## config.mk

```make
export PLATFORM = sky130hd
export DESIGN_NAME = poisson_noise_pixel_scaler_top
export DESIGN_NICKNAME = d
export VERILOG_FILES = /design/src/sv/pnps_pkg.sv /design/src/sv/poisson_noise_pixel_scaler_top.sv
export SDC_FILE = /design/constraint.sdc
export NUM_CORES = 2
export LEC_CHECK = 0
export ABC_AREA = 1
export BUFFER_PORTS_ARGS = -buffer_cell sky130_fd_sc_hd__buf_2
export CORE_MARGIN = 4
export CORE_UTILIZATION = 45
export CTS_CLUSTER_DIAMETER = 60
export DETAILED_ROUTE_END_ITERATION = 10
export HOLD_SLACK_MARGIN = 0.03
export RECOVER_POWER = 50
export SKIP_CTS_REPAIR_TIMING = 1
export SLEW_MARGIN = 20
export SYNTH_ARGS = -nofsm -noshare
export SYNTH_HDL_FRONTEND = slang
export SYNTH_SLANG_ARGS = --single-unit
```

## constraint.sdc

```tcl
create_clock -name clk -period 30.3 [get_ports clk]
set_clock_uncertainty 0.2 [all_clocks]
set_input_delay 0 -clock clk [delete_from_list [all_inputs] [get_ports clk]]
set_output_delay 0 -clock clk [all_outputs]
set_load 0.02 [all_outputs]
```

## src/sv/pnps_pkg.sv

```systemverilog
`timescale 1ns / 1ps
// ----------------------------------------------------------------------------
// pnps_pkg: Poisson noise pixel scaler package
// Widths, reset values, microcode types and the control store.
// ----------------------------------------------------------------------------
package pnps_pkg;

    localparam int MAX_COUNT_DEF = 1000;

    localparam int LAM_W  = 24;   // lambda, Q8.16
    localparam int EXP_W  = 33;   // e^-lambda, Q0.32 (may reach 2^32)
    localparam int U_W    = 32;
    localparam int PIX_W  = 32;
    localparam int CNT_W  = 10;   // poisson_count field
    localparam int TERM_W = 34;   // term clamps to 2^33
    localparam int SUM_W  = 34;
    localparam int ACC_W  = 58;   // term * lambda
    localparam int QUO_W  = ACC_W - 16;
    localparam int DIVC_W = $clog2(QUO_W + 1);
    localparam int CFG_IDX_W = 4;
    localparam int MA_W   = 33;   // shared multiplier operand widths
    localparam int MB_W   = 25;
    localparam int HALF_W = 17;   // term split for the two partial products

    localparam logic [LAM_W-1:0]  LAM_RESET  = 24'd65536;
    localparam logic [EXP_W-1:0]  EXP_RESET  = 33'd1580030169;
    localparam logic [TERM_W-1:0] TERM_CLAMP = 34'h2_0000_0000;
    localparam logic [CNT_W-1:0]  CNT_FIELD_MAX = 10'd1023;

    localparam logic [CFG_IDX_W-1:0] REG_LAMBDA = 4'd0;
    localparam logic [CFG_IDX_W-1:0] REG_EXP    = 4'd1;

    typedef enum logic [3:0] {
        S_IDLE    = 4'd0,
        S_CHK0    = 4'd1,
        S_MUL_LO  = 4'd2,
        S_MUL_HI  = 4'd3,
        S_DIV_LD  = 4'd4,
        S_DIV_RUN = 4'd5,
        S_UPDATE  = 4'd6,
        S_TEST    = 4'd7,
        S_LOOP    = 4'd8,
        S_CAP     = 4'd9,
        S_SCL_RE  = 4'd10,
        S_SCL_IM  = 4'd11,
        S_EMIT    = 4'd12
    } step_t;

    typedef enum logic [1:0] {
        MUL_TLO = 2'd0,
        MUL_THI = 2'd1,
        MUL_RE  = 2'd2,
        MUL_IM  = 2'd3
    } mul_sel_t;

    typedef enum logic [1:0] {
        K_HOLD = 2'd0,
        K_CLR  = 2'd1,
        K_INC  = 2'd2,
        K_MAX  = 2'd3
    } k_ctl_t;

    typedef enum logic [2:0] {
        C_NONE       = 3'd0,
        C_IN_XFER    = 3'd1,
        C_SUM_GE     = 3'd2,
        C_DIV_DONE   = 3'd3,
        C_Q_ZERO     = 3'd4,
        C_K_NOT_LAST = 3'd5,
        C_OUT_FREE   = 3'd6
    } cond_t;

    typedef struct packed {
        mul_sel_t mul_sel;
        logic     acc_en;
        logic     acc_add;
        logic     div_load;
        logic     div_step;
        logic     term_en;
        logic     re_en;
        logic     im_en;
        logic     out_load;
        logic     in_take;
        k_ctl_t   k_ctl;
        cond_t    cond;
        logic     wait_else;   // cond false: stay instead of falling through
        step_t    target;
    } ctrl_t;

    // Control store: next = cond ? target : (wait_else ? pc : pc + 1)
    function automatic ctrl_t ucode(step_t pc);
        ctrl_t cw;
        cw = '0;
        cw.mul_sel = MUL_TLO;
        cw.k_ctl   = K_HOLD;
        cw.cond    = C_NONE;
        cw.target  = S_IDLE;
        case (pc)
            S_IDLE:
            begin
                cw.in_take   = 1'b1;
                cw.k_ctl     = K_CLR;
                cw.cond      = C_IN_XFER;
                cw.wait_else = 1'b1;
                cw.target    = S_CHK0;
            end
            S_CHK0:
            begin
                cw.cond   = C_SUM_GE;
                cw.target = S_SCL_RE;
            end
            S_MUL_LO:
            begin
                cw.mul_sel = MUL_TLO;
                cw.acc_en  = 1'b1;
                cw.k_ctl   = K_INC;
            end
            S_MUL_HI:
            begin
                cw.mul_sel = MUL_THI;
                cw.acc_en  = 1'b1;
                cw.acc_add = 1'b1;
            end
            S_DIV_LD:
            begin
                cw.div_load = 1'b1;
            end
            S_DIV_RUN:
            begin
                cw.div_step  = 1'b1;
                cw.cond      = C_DIV_DONE;
                cw.wait_else = 1'b1;
                cw.target    = S_UPDATE;
            end
            S_UPDATE:
            begin
                cw.term_en = 1'b1;
                cw.cond    = C_Q_ZERO;
                cw.target  = S_CAP;
            end
            S_TEST:
            begin
                cw.cond   = C_SUM_GE;
                cw.target = S_SCL_RE;
            end
            S_LOOP:
            begin
                cw.cond   = C_K_NOT_LAST;
                cw.target = S_MUL_LO;
            end
            S_CAP:
            begin
                cw.k_ctl = K_MAX;
            end
            S_SCL_RE:
            begin
                cw.mul_sel = MUL_RE;
                cw.re_en   = 1'b1;
            end
            S_SCL_IM:
            begin
                cw.mul_sel = MUL_IM;
                cw.im_en   = 1'b1;
            end
            S_EMIT:
            begin
                cw.out_load  = 1'b1;
                cw.cond      = C_OUT_FREE;
                cw.wait_else = 1'b1;
                cw.target    = S_IDLE;
            end
            default:
            begin
                cw.target = S_IDLE;
                cw.cond   = C_NONE;
            end
        endcase
        return cw;
    endfunction

endpackage

```

## src/sv/poisson_noise_pixel_scaler_top.sv

```systemverilog
`timescale 1ns / 1ps
// ----------------------------------------------------------------------------
// poisson_noise_pixel_scaler_top: Poisson count draw and complex pixel scaling
// Microcoded sequencer: inverse-transform Poisson draw, then saturating
// multiply of both pixel parts by the count.
// ----------------------------------------------------------------------------
// One pixel at a time. A term that truncates to zero at step j gives the count
// MAX_COUNT, and so does running every step up to MAX_COUNT-1 without
// covering the draw. Each term update is two partial products on the
// shared 33x25 multiplier plus a 42-step shift-subtract divide by k, and the
// divider sets the loop length. The next pixel is taken as soon as the result
// sits in the output register, so a stalled output only blocks once the
// following result is ready. Registers are to be written through cfg_* only
// while idle; the block itself does not enforce this, and cfg_ready is always
// high.
module poisson_noise_pixel_scaler_top #(
    parameter int MAX_COUNT = pnps_pkg::MAX_COUNT_DEF
) (
    input  logic                                clk,
    input  logic                                rst_n,
    input  logic                                cfg_valid,
    output logic                                cfg_ready,
    input  logic [pnps_pkg::CFG_IDX_W-1:0]      cfg_index,
    input  logic [pnps_pkg::EXP_W-1:0]          cfg_data,
    input  logic                                in_valid,
    output logic                                in_stall,
    input  logic [pnps_pkg::U_W-1:0]            uniform_draw,
    input  logic signed [pnps_pkg::PIX_W-1:0]   real_in,
    input  logic signed [pnps_pkg::PIX_W-1:0]   imag_in,
    output logic                                out_valid,
    input  logic                                out_stall,
    output logic signed [pnps_pkg::PIX_W-1:0]   real_out,
    output logic signed [pnps_pkg::PIX_W-1:0]   imag_out,
    output logic [pnps_pkg::CNT_W-1:0]          poisson_count,
    output logic                                clipped
);

    localparam int KW = $clog2(MAX_COUNT + 1);
    localparam int XW = (KW > pnps_pkg::CNT_W) ? KW : pnps_pkg::CNT_W;
    localparam logic [KW-1:0] K_LAST = KW'(MAX_COUNT - 1);
    localparam logic [KW-1:0] K_CAP  = KW'(MAX_COUNT);

    localparam logic signed [pnps_pkg::MA_W+pnps_pkg::MB_W-1:0] SAT_HI =
        (pnps_pkg::MA_W + pnps_pkg::MB_W)'(64'sd2147483647);
    localparam logic signed [pnps_pkg::MA_W+pnps_pkg::MB_W-1:0] SAT_LO =
        (pnps_pkg::MA_W + pnps_pkg::MB_W)'(-64'sd2147483648);

    // configuration
    logic [pnps_pkg::LAM_W-1:0] lam_reg;
    logic [pnps_pkg::EXP_W-1:0] exp_reg;

    // sequencer
    pnps_pkg::step_t pc_reg, pc_next;
    pnps_pkg::ctrl_t cw;
    logic            cond_hit;

    // datapath
    logic [pnps_pkg::U_W-1:0]          u_reg;
    logic signed [pnps_pkg::PIX_W-1:0] re_reg, im_reg;
    logic [pnps_pkg::TERM_W-1:0]       term_reg;
    logic [pnps_pkg::SUM_W-1:0]        sum_reg;
    logic [pnps_pkg::SUM_W-1:0]        sum_new;
    logic [KW-1:0]                     k_reg, k_next;
    logic [pnps_pkg::ACC_W-1:0]        acc_reg;

    logic signed [pnps_pkg::MA_W-1:0]                 mul_a;
    logic signed [pnps_pkg::MB_W-1:0]                 mul_b;
    logic signed [pnps_pkg::MA_W+pnps_pkg::MB_W-1:0]  prod;
    logic                                             sat;
    logic signed [pnps_pkg::PIX_W-1:0]                sat_val;

    // divider
    logic [pnps_pkg::QUO_W-1:0]  quo_reg;
    logic [KW-1:0]               rem_reg;
    logic [pnps_pkg::DIVC_W-1:0] divc_reg;
    logic [KW:0]                 trial, diff;
    logic                        trial_ge;
    logic [pnps_pkg::TERM_W-1:0] q_clamp;

    // result staging and output register
    logic signed [pnps_pkg::PIX_W-1:0] res_re_reg, res_im_reg;
    logic                              clip_reg;
    logic                              out_valid_reg;
    logic signed [pnps_pkg::PIX_W-1:0] real_out_reg, imag_out_reg;
    logic [pnps_pkg::CNT_W-1:0]        count_out_reg;
    logic                              clipped_out_reg;
    logic [XW-1:0]                     k_ext;
    logic [pnps_pkg::CNT_W-1:0]        count_field;

    logic in_xfer, out_free, out_ld;

    // ---------------- configuration ----------------
    assign cfg_ready = 1'b1;

    always_ff @(posedge clk or negedge rst_n)
    begin
        if (!rst_n)
        begin
            lam_reg <= pnps_pkg::LAM_RESET;
            exp_reg <= pnps_pkg::EXP_RESET;
        end
        else if (cfg_valid && cfg_ready)
        begin
            if (cfg_index == pnps_pkg::REG_LAMBDA)
            begin
                lam_reg <= cfg_data[pnps_pkg::LAM_W-1:0];
            end
            else if (cfg_index == pnps_pkg::REG_EXP)
            begin
                exp_reg <= cfg_data;
            end
        end
    end

    // ---------------- sequencer ----------------
    assign cw       = pnps_pkg::ucode(pc_reg);
    assign in_xfer  = in_valid && cw.in_take;
    assign in_stall = !cw.in_take;
    assign out_free = !out_valid_reg || !out_stall;
    assign out_ld   = cw.out_load && out_free;

    always_comb
    begin
        case (cw.cond)
            pnps_pkg::C_IN_XFER:    cond_hit = in_xfer;
            pnps_pkg::C_SUM_GE:     cond_hit = (sum_reg >= pnps_pkg::SUM_W'(u_reg));
            pnps_pkg::C_DIV_DONE:   cond_hit = (divc_reg == pnps_pkg::DIVC_W'(1));
            pnps_pkg::C_Q_ZERO:     cond_hit = (q_clamp == '0);
            pnps_pkg::C_K_NOT_LAST: cond_hit = (k_reg != K_LAST);
            pnps_pkg::C_OUT_FREE:   cond_hit = out_free;
            default:                cond_hit = 1'b0;
        endcase
    end

    always_comb
    begin
        if (cond_hit)
        begin
            pc_next = cw.target;
        end
        else if (cw.wait_else)
        begin
            pc_next = pc_reg;
        end
        else
        begin
            pc_next = pnps_pkg::step_t'(pc_reg + 4'd1);
        end
    end

    always_ff @(posedge clk or negedge rst_n)
    begin
        if (!rst_n)
        begin
            pc_reg <= pnps_pkg::S_IDLE;
        end
        else
        begin
            pc_reg <= pc_next;
        end
    end

    // ---------------- shared multiplier ----------------
    always_comb
    begin
        case (cw.mul_sel)
            pnps_pkg::MUL_TLO:
            begin
                mul_a = signed'({16'b0, term_reg[pnps_pkg::HALF_W-1:0]});
                mul_b = signed'({1'b0, lam_reg});
            end
            pnps_pkg::MUL_THI:
            begin
                mul_a = signed'({16'b0, term_reg[pnps_pkg::TERM_W-1:pnps_pkg::HALF_W]});
                mul_b = signed'({1'b0, lam_reg});
            end
            pnps_pkg::MUL_RE:
            begin
                mul_a = signed'({re_reg[pnps_pkg::PIX_W-1], re_reg});
                mul_b = signed'(pnps_pkg::MB_W'(k_reg));
            end
            default:
            begin
                mul_a = signed'({im_reg[pnps_pkg::PIX_W-1], im_reg});
                mul_b = signed'(pnps_pkg::MB_W'(k_reg));
            end
        endcase
    end

    assign prod = mul_a * mul_b;

    always_comb
    begin
        sat     = 1'b0;
        sat_val = prod[pnps_pkg::PIX_W-1:0];
        if (prod > SAT_HI)
        begin
            sat     = 1'b1;
            sat_val = 32'sh7FFF_FFFF;
        end
        else if (prod < SAT_LO)
        begin
            sat     = 1'b1;
            sat_val = 32'sh8000_0000;
        end
    end

    // ---------------- divider: quotient of acc/65536 by k ----------------
    assign trial    = {rem_reg, quo_reg[pnps_pkg::QUO_W-1]};
    assign trial_ge = (trial >= {1'b0, k_reg});
    assign diff     = trial - {1'b0, k_reg};
    assign q_clamp  = (quo_reg > pnps_pkg::QUO_W'(pnps_pkg::TERM_CLAMP)) ?
                      pnps_pkg::TERM_CLAMP : quo_reg[pnps_pkg::TERM_W-1:0];

    always_ff @(posedge clk or negedge rst_n)
    begin
        if (!rst_n)
        begin
            divc_reg <= '0;
        end
        else if (cw.div_load)
        begin
            divc_reg <= pnps_pkg::DIVC_W'(pnps_pkg::QUO_W);
        end
        else if (cw.div_step && (divc_reg != '0))
        begin
            divc_reg <= divc_reg - pnps_pkg::DIVC_W'(1);
        end
    end

    always_ff @(posedge clk)
    begin
        if (cw.div_load)
        begin
            quo_reg <= acc_reg[pnps_pkg::ACC_W-1:16];
            rem_reg <= '0;
        end
        else if (cw.div_step && (divc_reg != '0))
        begin
            quo_reg <= {quo_reg[pnps_pkg::QUO_W-2:0], trial_ge};
            rem_reg <= trial_ge ? diff[KW-1:0] : trial[KW-1:0];
        end
    end

    // ---------------- term, sum, count ----------------
    // sum < uniform < 2^32 before each add and term <= 2^33, so 34 bits hold it
    assign sum_new = sum_reg + q_clamp;

    always_comb
    begin
        case (cw.k_ctl)
            pnps_pkg::K_CLR: k_next = '0;
            pnps_pkg::K_INC: k_next = k_reg + KW'(1);
            pnps_pkg::K_MAX: k_next = K_CAP;
            default:         k_next = k_reg;
        endcase
    end

    always_ff @(posedge clk or negedge rst_n)
    begin
        if (!rst_n)
        begin
            k_reg <= '0;
        end
        else
        begin
            k_reg <= k_next;
        end
    end

    always_ff @(posedge clk)
    begin
        if (in_xfer)
        begin
            u_reg    <= uniform_draw;
            re_reg   <= real_in;
            im_reg   <= imag_in;
            term_reg <= pnps_pkg::TERM_W'(exp_reg);
            sum_reg  <= pnps_pkg::SUM_W'(exp_reg);
        end
        else if (cw.term_en)
        begin
            term_reg <= q_clamp;
            sum_reg  <= sum_new;
        end
        if (cw.acc_en)
        begin
            if (cw.acc_add)
            begin
                acc_reg <= acc_reg + {prod[pnps_pkg::ACC_W-pnps_pkg::HALF_W-1:0],
                                      pnps_pkg::HALF_W'(0)};
            end
            else
            begin
                acc_reg <= unsigned'(prod);
            end
        end
        if (cw.re_en)
        begin
            res_re_reg <= sat_val;
            clip_reg   <= sat;
        end
        if (cw.im_en)
        begin
            res_im_reg <= sat_val;
            clip_reg   <= clip_reg | sat;
        end
    end

    // ---------------- output register ----------------
    assign k_ext       = XW'(k_reg);
    assign count_field = (k_ext > XW'(pnps_pkg::CNT_FIELD_MAX)) ?
                         pnps_pkg::CNT_FIELD_MAX : k_ext[pnps_pkg::CNT_W-1:0];

    always_ff @(posedge clk or negedge rst_n)
    begin
        if (!rst_n)
        begin
            out_valid_reg <= 1'b0;
        end
        else if (out_ld)
        begin
            out_valid_reg <= 1'b1;
        end
        else if (!out_stall)
        begin
            out_valid_reg <= 1'b0;
        end
    end

    always_ff @(posedge clk)
    begin
        if (out_ld)
        begin
            real_out_reg    <= res_re_reg;
            imag_out_reg    <= res_im_reg;
            count_out_reg   <= count_field;
            clipped_out_reg <= clip_reg;
        end
    end

    assign out_valid     = out_valid_reg;
    assign real_out      = real_out_reg;
    assign imag_out      = imag_out_reg;
    assign poisson_count = count_out_reg;
    assign clipped       = clipped_out_reg;

`ifndef SYNTHESIS
    a_accept_starts_draw: assert property (@(posedge clk) disable iff (!rst_n)
        (in_valid && !in_stall) |=> (pc_reg == pnps_pkg::S_CHK0))
        else $error("accepted pixel did not start a draw");

    a_divisor_nonzero: assert property (@(posedge clk) disable iff (!rst_n)
        (pc_reg == pnps_pkg::S_DIV_LD) |-> (k_reg != '0))
        else $error("divider loaded with zero divisor");

    a_count_capped: assert property (@(posedge clk) disable iff (!rst_n)
        k_reg <= K_CAP)
        else $error("count beyond iteration cap");

    a_emit_loads: assert property (@(posedge clk) disable iff (!rst_n)
        ((pc_reg == pnps_pkg::S_EMIT) && out_free) |=> (out_valid && (pc_reg == pnps_pkg::S_IDLE)))
        else $error("result not moved to output register");
`endif

endmodule

```

Word-level counts from Yosys, hierarchy flattened --
Cells that the tools add are included.
Cells by class: add/sub/neg operators 6, multiply operators 1, divide/modulo/power cells 0, $lt $le $gt $ge 6, equality and inequality tests 28, shifts and indexed selects 0, mux-type cells 39, bitwise logic cells 2, reductions and logical operators 22
Operators with widths (count):
- $mux W33 | 4
- $pmux W33 S3 | 1
- $mux W42 | 2
- $mux W32 | 2
- $add A58 B58 Y58 | 1
- $gt A58 B32 Y1 const B | 1
- $lt A58 B32 Y1 const B | 1
- $mul A33 B25 Y58 | 1
- $mux W58 | 1
- $gt A42 B34 Y1 const B | 1
- $add A34 B34 Y34 | 1
- $ge A34 B32 Y1 | 1
- $logic_not A34 Y1 | 1
- $mux W34 | 1
- $pmux W10 S3 | 1
- $mux W24 | 1
- $eq A4 B4 Y1 const B | 5
- $pmux W4 S5 | 1
- $pmux W3 S6 | 1
- $eq A4 B3 Y1 const B | 4
- $mux W1 | 16
- $mux W6 | 2
- $pmux W2 S3 | 2
- $ge A11 B10 Y1 | 1
- other kinds (32) | 51
Word-level totals: bits in registers 492, latch bits 0, bits in writable memories 0, ROM bits 0, word-level logic and storage cells 127, memories 0

Depth between registers and ports, before layout --
word-level depth 11, gate-level depth with buffers 51

Least setup slack after synthesis --
No wires, ideal clock.
path type register to register, from register pc_reg[1], to register acc_reg[53] in the netlist's numbering, data pin, arrival time 9326 ps, required time 29846 ps, slack 20520 ps, cell stages (with the launch flop) 41, period minus slack after synthesis 9780 ps, cells stage by stage dfrtp_1 > ha_1 > inv_1 > nor2_4 > inv_1 > nor2_2 > clkbuf_1 > a22o_1 > clkbuf_1 > nand2_1 > fa_1 > inv_1 > fa_1 > inv_1 > fa_1 > fa_1 > inv_1 > fa_1 > [5 not listed] > nand2_1 > inv_1 > nand2_1 > nor2_1 > and2_1 > nand2_1 > nand2_1 > xor2_1 > ha_1 > a21oi_1 > inv_1 > a31oi_1 > nor2_1 > a311oi_1 > nand3_1 > or2_2 > nand3_1 > nand2_1
Between the ends: cells in the longest elaborated chain, start to end 8
Ends and longest elaborated chain:
- start, declared | RTL line poisson_noise_pixel_scaler_top.sv:53 | pnps_pkg::step_t pc_reg, pc_next;
- start signal, assigned | RTL line poisson_noise_pixel_scaler_top.sv:155 | pc_reg <= pnps_pkg::S_IDLE;
- start signal, assigned | RTL line poisson_noise_pixel_scaler_top.sv:159 | pc_reg <= pc_next;
- $eq A4 B4 Y1 / $eq A4 B2 Y1 (equally long branches) | RTL line pnps_pkg.sv:98 | case (pc)
- $pmux W2 S3 | RTL line pnps_pkg.sv:98
- $eq A2 B1 Y1 / $logic_not A2 Y1 (equally long branches) | RTL line poisson_noise_pixel_scaler_top.sv:166 | case (cw.mul_sel)
- $reduce_or A2 Y1 (no line)
- $mux W24 | RTL line poisson_noise_pixel_scaler_top.sv:166
- $mul A33 B25 Y58 | RTL line poisson_noise_pixel_scaler_top.sv:190 | assign prod = mul_a * mul_b;
- $add A58 B58 Y58 | RTL line poisson_noise_pixel_scaler_top.sv:290 | acc_reg <= acc_reg + {prod[pnps_pkg::ACC_W-pnps_pkg::HALF_W-1:0],
- $mux W58 (*) | RTL line poisson_noise_pixel_scaler_top.sv:288 | if (cw.acc_add)
- end signal, assigned | RTL line poisson_noise_pixel_scaler_top.sv:290
- end signal, assigned | RTL line poisson_noise_pixel_scaler_top.sv:295 | acc_reg <= unsigned'(prod);
- end, declared | RTL line poisson_noise_pixel_scaler_top.sv:64 | logic [pnps_pkg::ACC_W-1:0] acc_reg;
Every way passes the cells marked *; elsewhere a longest branch is shown, timed or not. A chain may end at the register's enable or synchronous reset.

Worst setup path after layout --
from register pc_reg[1], to register acc_reg[52] in the netlist's numbering, data pin
Same word-level chain as after synthesis.

==> results.sh <==
export IMPL_synth_area_mux_share_pct=0.1069
export IMPL_synth_distinct_cells=58
export IMPL_crit_required_ps=30520
export IMPL_critPathMostFrequentCell="sky130_fd_sc_hd__inv_1"
export IMPL_num_nets_final=8050
export IMPL_grt_max_degree=95
export IMPL_viasPerCell=5.063
export IMPL_timing_setup_critical_path_class="reg -> reg"
export IMPL_synth_edff_count=386
export IMPL_yosys_area_share_adder_pct=36.87
export IMPL_slew_headroom_pct=-120.4
export IMPL_initialDrtViolationCount=3760
export IMPL_fin_crit_sh_pct=48.88
export IMPL_rsz_0062_raised_after_global_routing="no"
export IMPL_ys_ff_latch=476
export IMPL_drc=0
export IMPL_cts_htree_levels=2
export IMPL_floorplan_die_area_um2=122600
export IMPL_synth_simple_area_share_pct=17.12
export IMPL_cts_clk_slew_worst_paths_ps=70
export IMPL_grt_overflow=0
export IMPL_final_hold_violation_count=1
export IMPL_cp_end_kind="flip-flop"
export IMPL_hold_slack_ps=-20.92
export IMPL_antenna_violating_nets_left=0
export IMPL_grt_usage_pct=27.38
export IMPL_report_final_setup_viol=0
export IMPL_worstMarginPinSlew_ps=3307
export IMPL_final_max_slew_violation_count=409
export IMPL_share_of_final_layout_standard_cells_stronger_than_drive_strength_1_pct=5.242
export IMPL_iteration_count_of_the_initial_detailed_routing_pass=6
export IMPL_violations="hold timing, capacitance limit, slew limit"
export IMPL_port_buffers=214
export IMPL_main_combinational_cell_family_by_area_after_synthesis="adder cells"
export IMPL_clock_sink_count=476
export IMPL_diode_count=0
export IMPL_areaGrowthSynthToFinish_pct=15.74
export IMPL_cp_max_fo=22
export IMPL_drt_total_wl_mm=170.5
export IMPL_critical_path_slowest_cell="sky130_fd_sc_hd__clkbuf_1"
export IMPL_synth_area_um2=52690
export IMPL_outcome="finished with violations"
export IMPL_rows=125
export IMPL_wl_per_cell_um=20.27
export IMPL_area_occupied_by_multi_input_gates_um2=33420
export IMPL_worst_path_largest_cell_delay_ps=1420
export IMPL_synth_top_flop_cell="sky130_fd_sc_hd__edfxtp_1"
export IMPL_yosys_area_share_xor_xnor_pct=1.358
export IMPL_floorplan_initialDensity_pct=45.34
export IMPL_syn_avg_cell_area_um2=8.543
export IMPL_tritoncts_num_buffers=60
export IMPL_max_freq_mhz=67.52
export IMPL_compound_gate_fraction_of_synth_area_pct=6.281
export IMPL_clockBufferDepth=3
export IMPL_nFillCells=11050
export IMPL_layout_cells_most_common="sky130_fd_sc_hd__inv_1"
export IMPL_cap_violations=10
export IMPL_post_layout_minimum_cycle_time_ps=14810
export IMPL_fin_tns_setup_ps=0
export IMPL_most_frequent_cells_in_the_layout="sky130_fd_sc_hd__inv_1, sky130_fd_sc_hd__nand2_1, sky130_fd_sc_hd__fa_1"
export IMPL_route_vias_total=42590
export IMPL_dp_final_hpwl_mm=137.8
export IMPL_worstHoldPathType="in -> reg"
export IMPL_die_height_um=350.2
export IMPL_tritoncts="built"
export IMPL_io_pins=216
export IMPL_ys_seq_area_share_pct=26.20
export IMPL_ctsRootBufferMaster="sky130_fd_sc_hd__clkbuf_16"
export IMPL_regArea_um2=13810
export IMPL_wire_length_of_the_first_global_routing_pass_mm=253.1
export IMPL_antenna_found_initial=3
export IMPL_crit_arrival_ps=15030
export IMPL_synth_yosys_warnings=0
export IMPL_globalplace_congestion=0.9709
export IMPL_die_width_um=350.2
export IMPL_core_area_um2=116200
export IMPL_via_count_of_the_first_global_routing_pass=41820
export IMPL_synth_async_reset_ratio_pct=16.39
export IMPL_synthCells=6168
export IMPL_setup_worst_path_start_class="flip-flop"
export IMPL_clkLatencyLatePin_ps=680
critical path: cells and delay by family, from the launching register on:
| kind | cells | cell delay [ps] |
|---|---|---|
| AOI/OAI and AO/OA | 3 | 870 |
| xor gates and xnor gates | 1 | 830 |
| adders and majority gates | 10 | 4970 |
| buffers and inverters | 13 | 4060 |
| DFF | 1 | 410 |
| and+or+nand+nor | 14 | 3120 |
cells in the mapped netlist (all sizes together) (3+ instances only):
cell    count  area (µm²)
dfrtp      60        1501
nor2      531        2021
buf        33       191.4
nand4      47       294.0
dfstp      18       473.0
xor2       57       514.2
nor3       39       205.2
a21oi     191       955.9
a211oi      4       30.03
xnor2      23       201.4
a22o       15       131.4
o41ai       3       26.28
a21o       10       75.07
fa        796       15940
o21bai     23       172.7
a32o        4       40.04
edfxtp    386       11590
nand2    1462        5495
mux2        5       56.30
o21ai     284        1459
o22ai       5       31.28
o211ai      7       52.55
o31ai       4       30.03
and3        3       18.77
and2        8       50.05
clkinv     14       52.55
nand3b      6       45.04
a221oi      5       43.79
or2        19       118.9
inv      1513        5679
a31oi      19       118.9
ha        279        3491
nand3     136       685.7
nor4       13       81.33
clkbuf    113       424.2
dfxtp      12       240.2
o21a        8       60.06
path summary, 6_finish.rpt:
check | from | end | slack [ps] | cells past startpoint
worst min-delay path | out_stall | out_valid | -20 | 4
worst max register to register | pc_reg[1] | acc_reg[52] | 15490 | 41
max in group asynchronous | rst_n | lam_reg[17] | 26480 | 4
worst max-delay path | pc_reg[1] | acc_reg[52] | 15490 | 41
min in group asynchronous | rst_n | k_ext[9] | 970 | 4
worst min register to register | res_re_reg[17] | real_out[17] | 210 | 0
kinds of logic (layout without fill, tap and decap cells):
family / Yosys count / after routing
mux: 5 / 5
other cells: 2 / 226
fa+ha+maj: 1075 / 1075
compound gates: 592 / 592
xor+xnor: 80 / 80
buf+inv: 1673 / 2168
simple gates: 2265 / 2265
flops: 476 / 476
per-layer routing:
layer	part of all wire, %	global-route usage (%)
met5	0	0
met4	3.1	7.251
met3	8.3	4.949
met2	44	41.82
met1	44	40.38
cell type report:
class	count	area share, %
timing repair buffer	529	6.514
clock inverter	34	0.7694
inverter	1527	9.407
clock buffer	78	2.741
sequential	476	22.64
multi-input combinational	4243	54.80
tap	1524	3.127
per-stage QoR:
stage	util (%)	std cells	hold slack, ps	cell area [µm²]	setup slack, ps
6_report	52.48	8411	-20.92	60980	15490
5_1_grt	52.48	8411	-3.927	60980	14660
4_1_cts	50.31	8143	-1026	58460	17450
3_5_place_dp	48.47	8031	-296.7	56320	17520
3_3_place_gp	48.46	8031	-296.6	56310	17470
2_1_floorplan	-	6392	-495.6	53530	20520
Power is not shown: default switching activity piles up to over one toggle a cycle in this logic, so the estimate is an artifact.
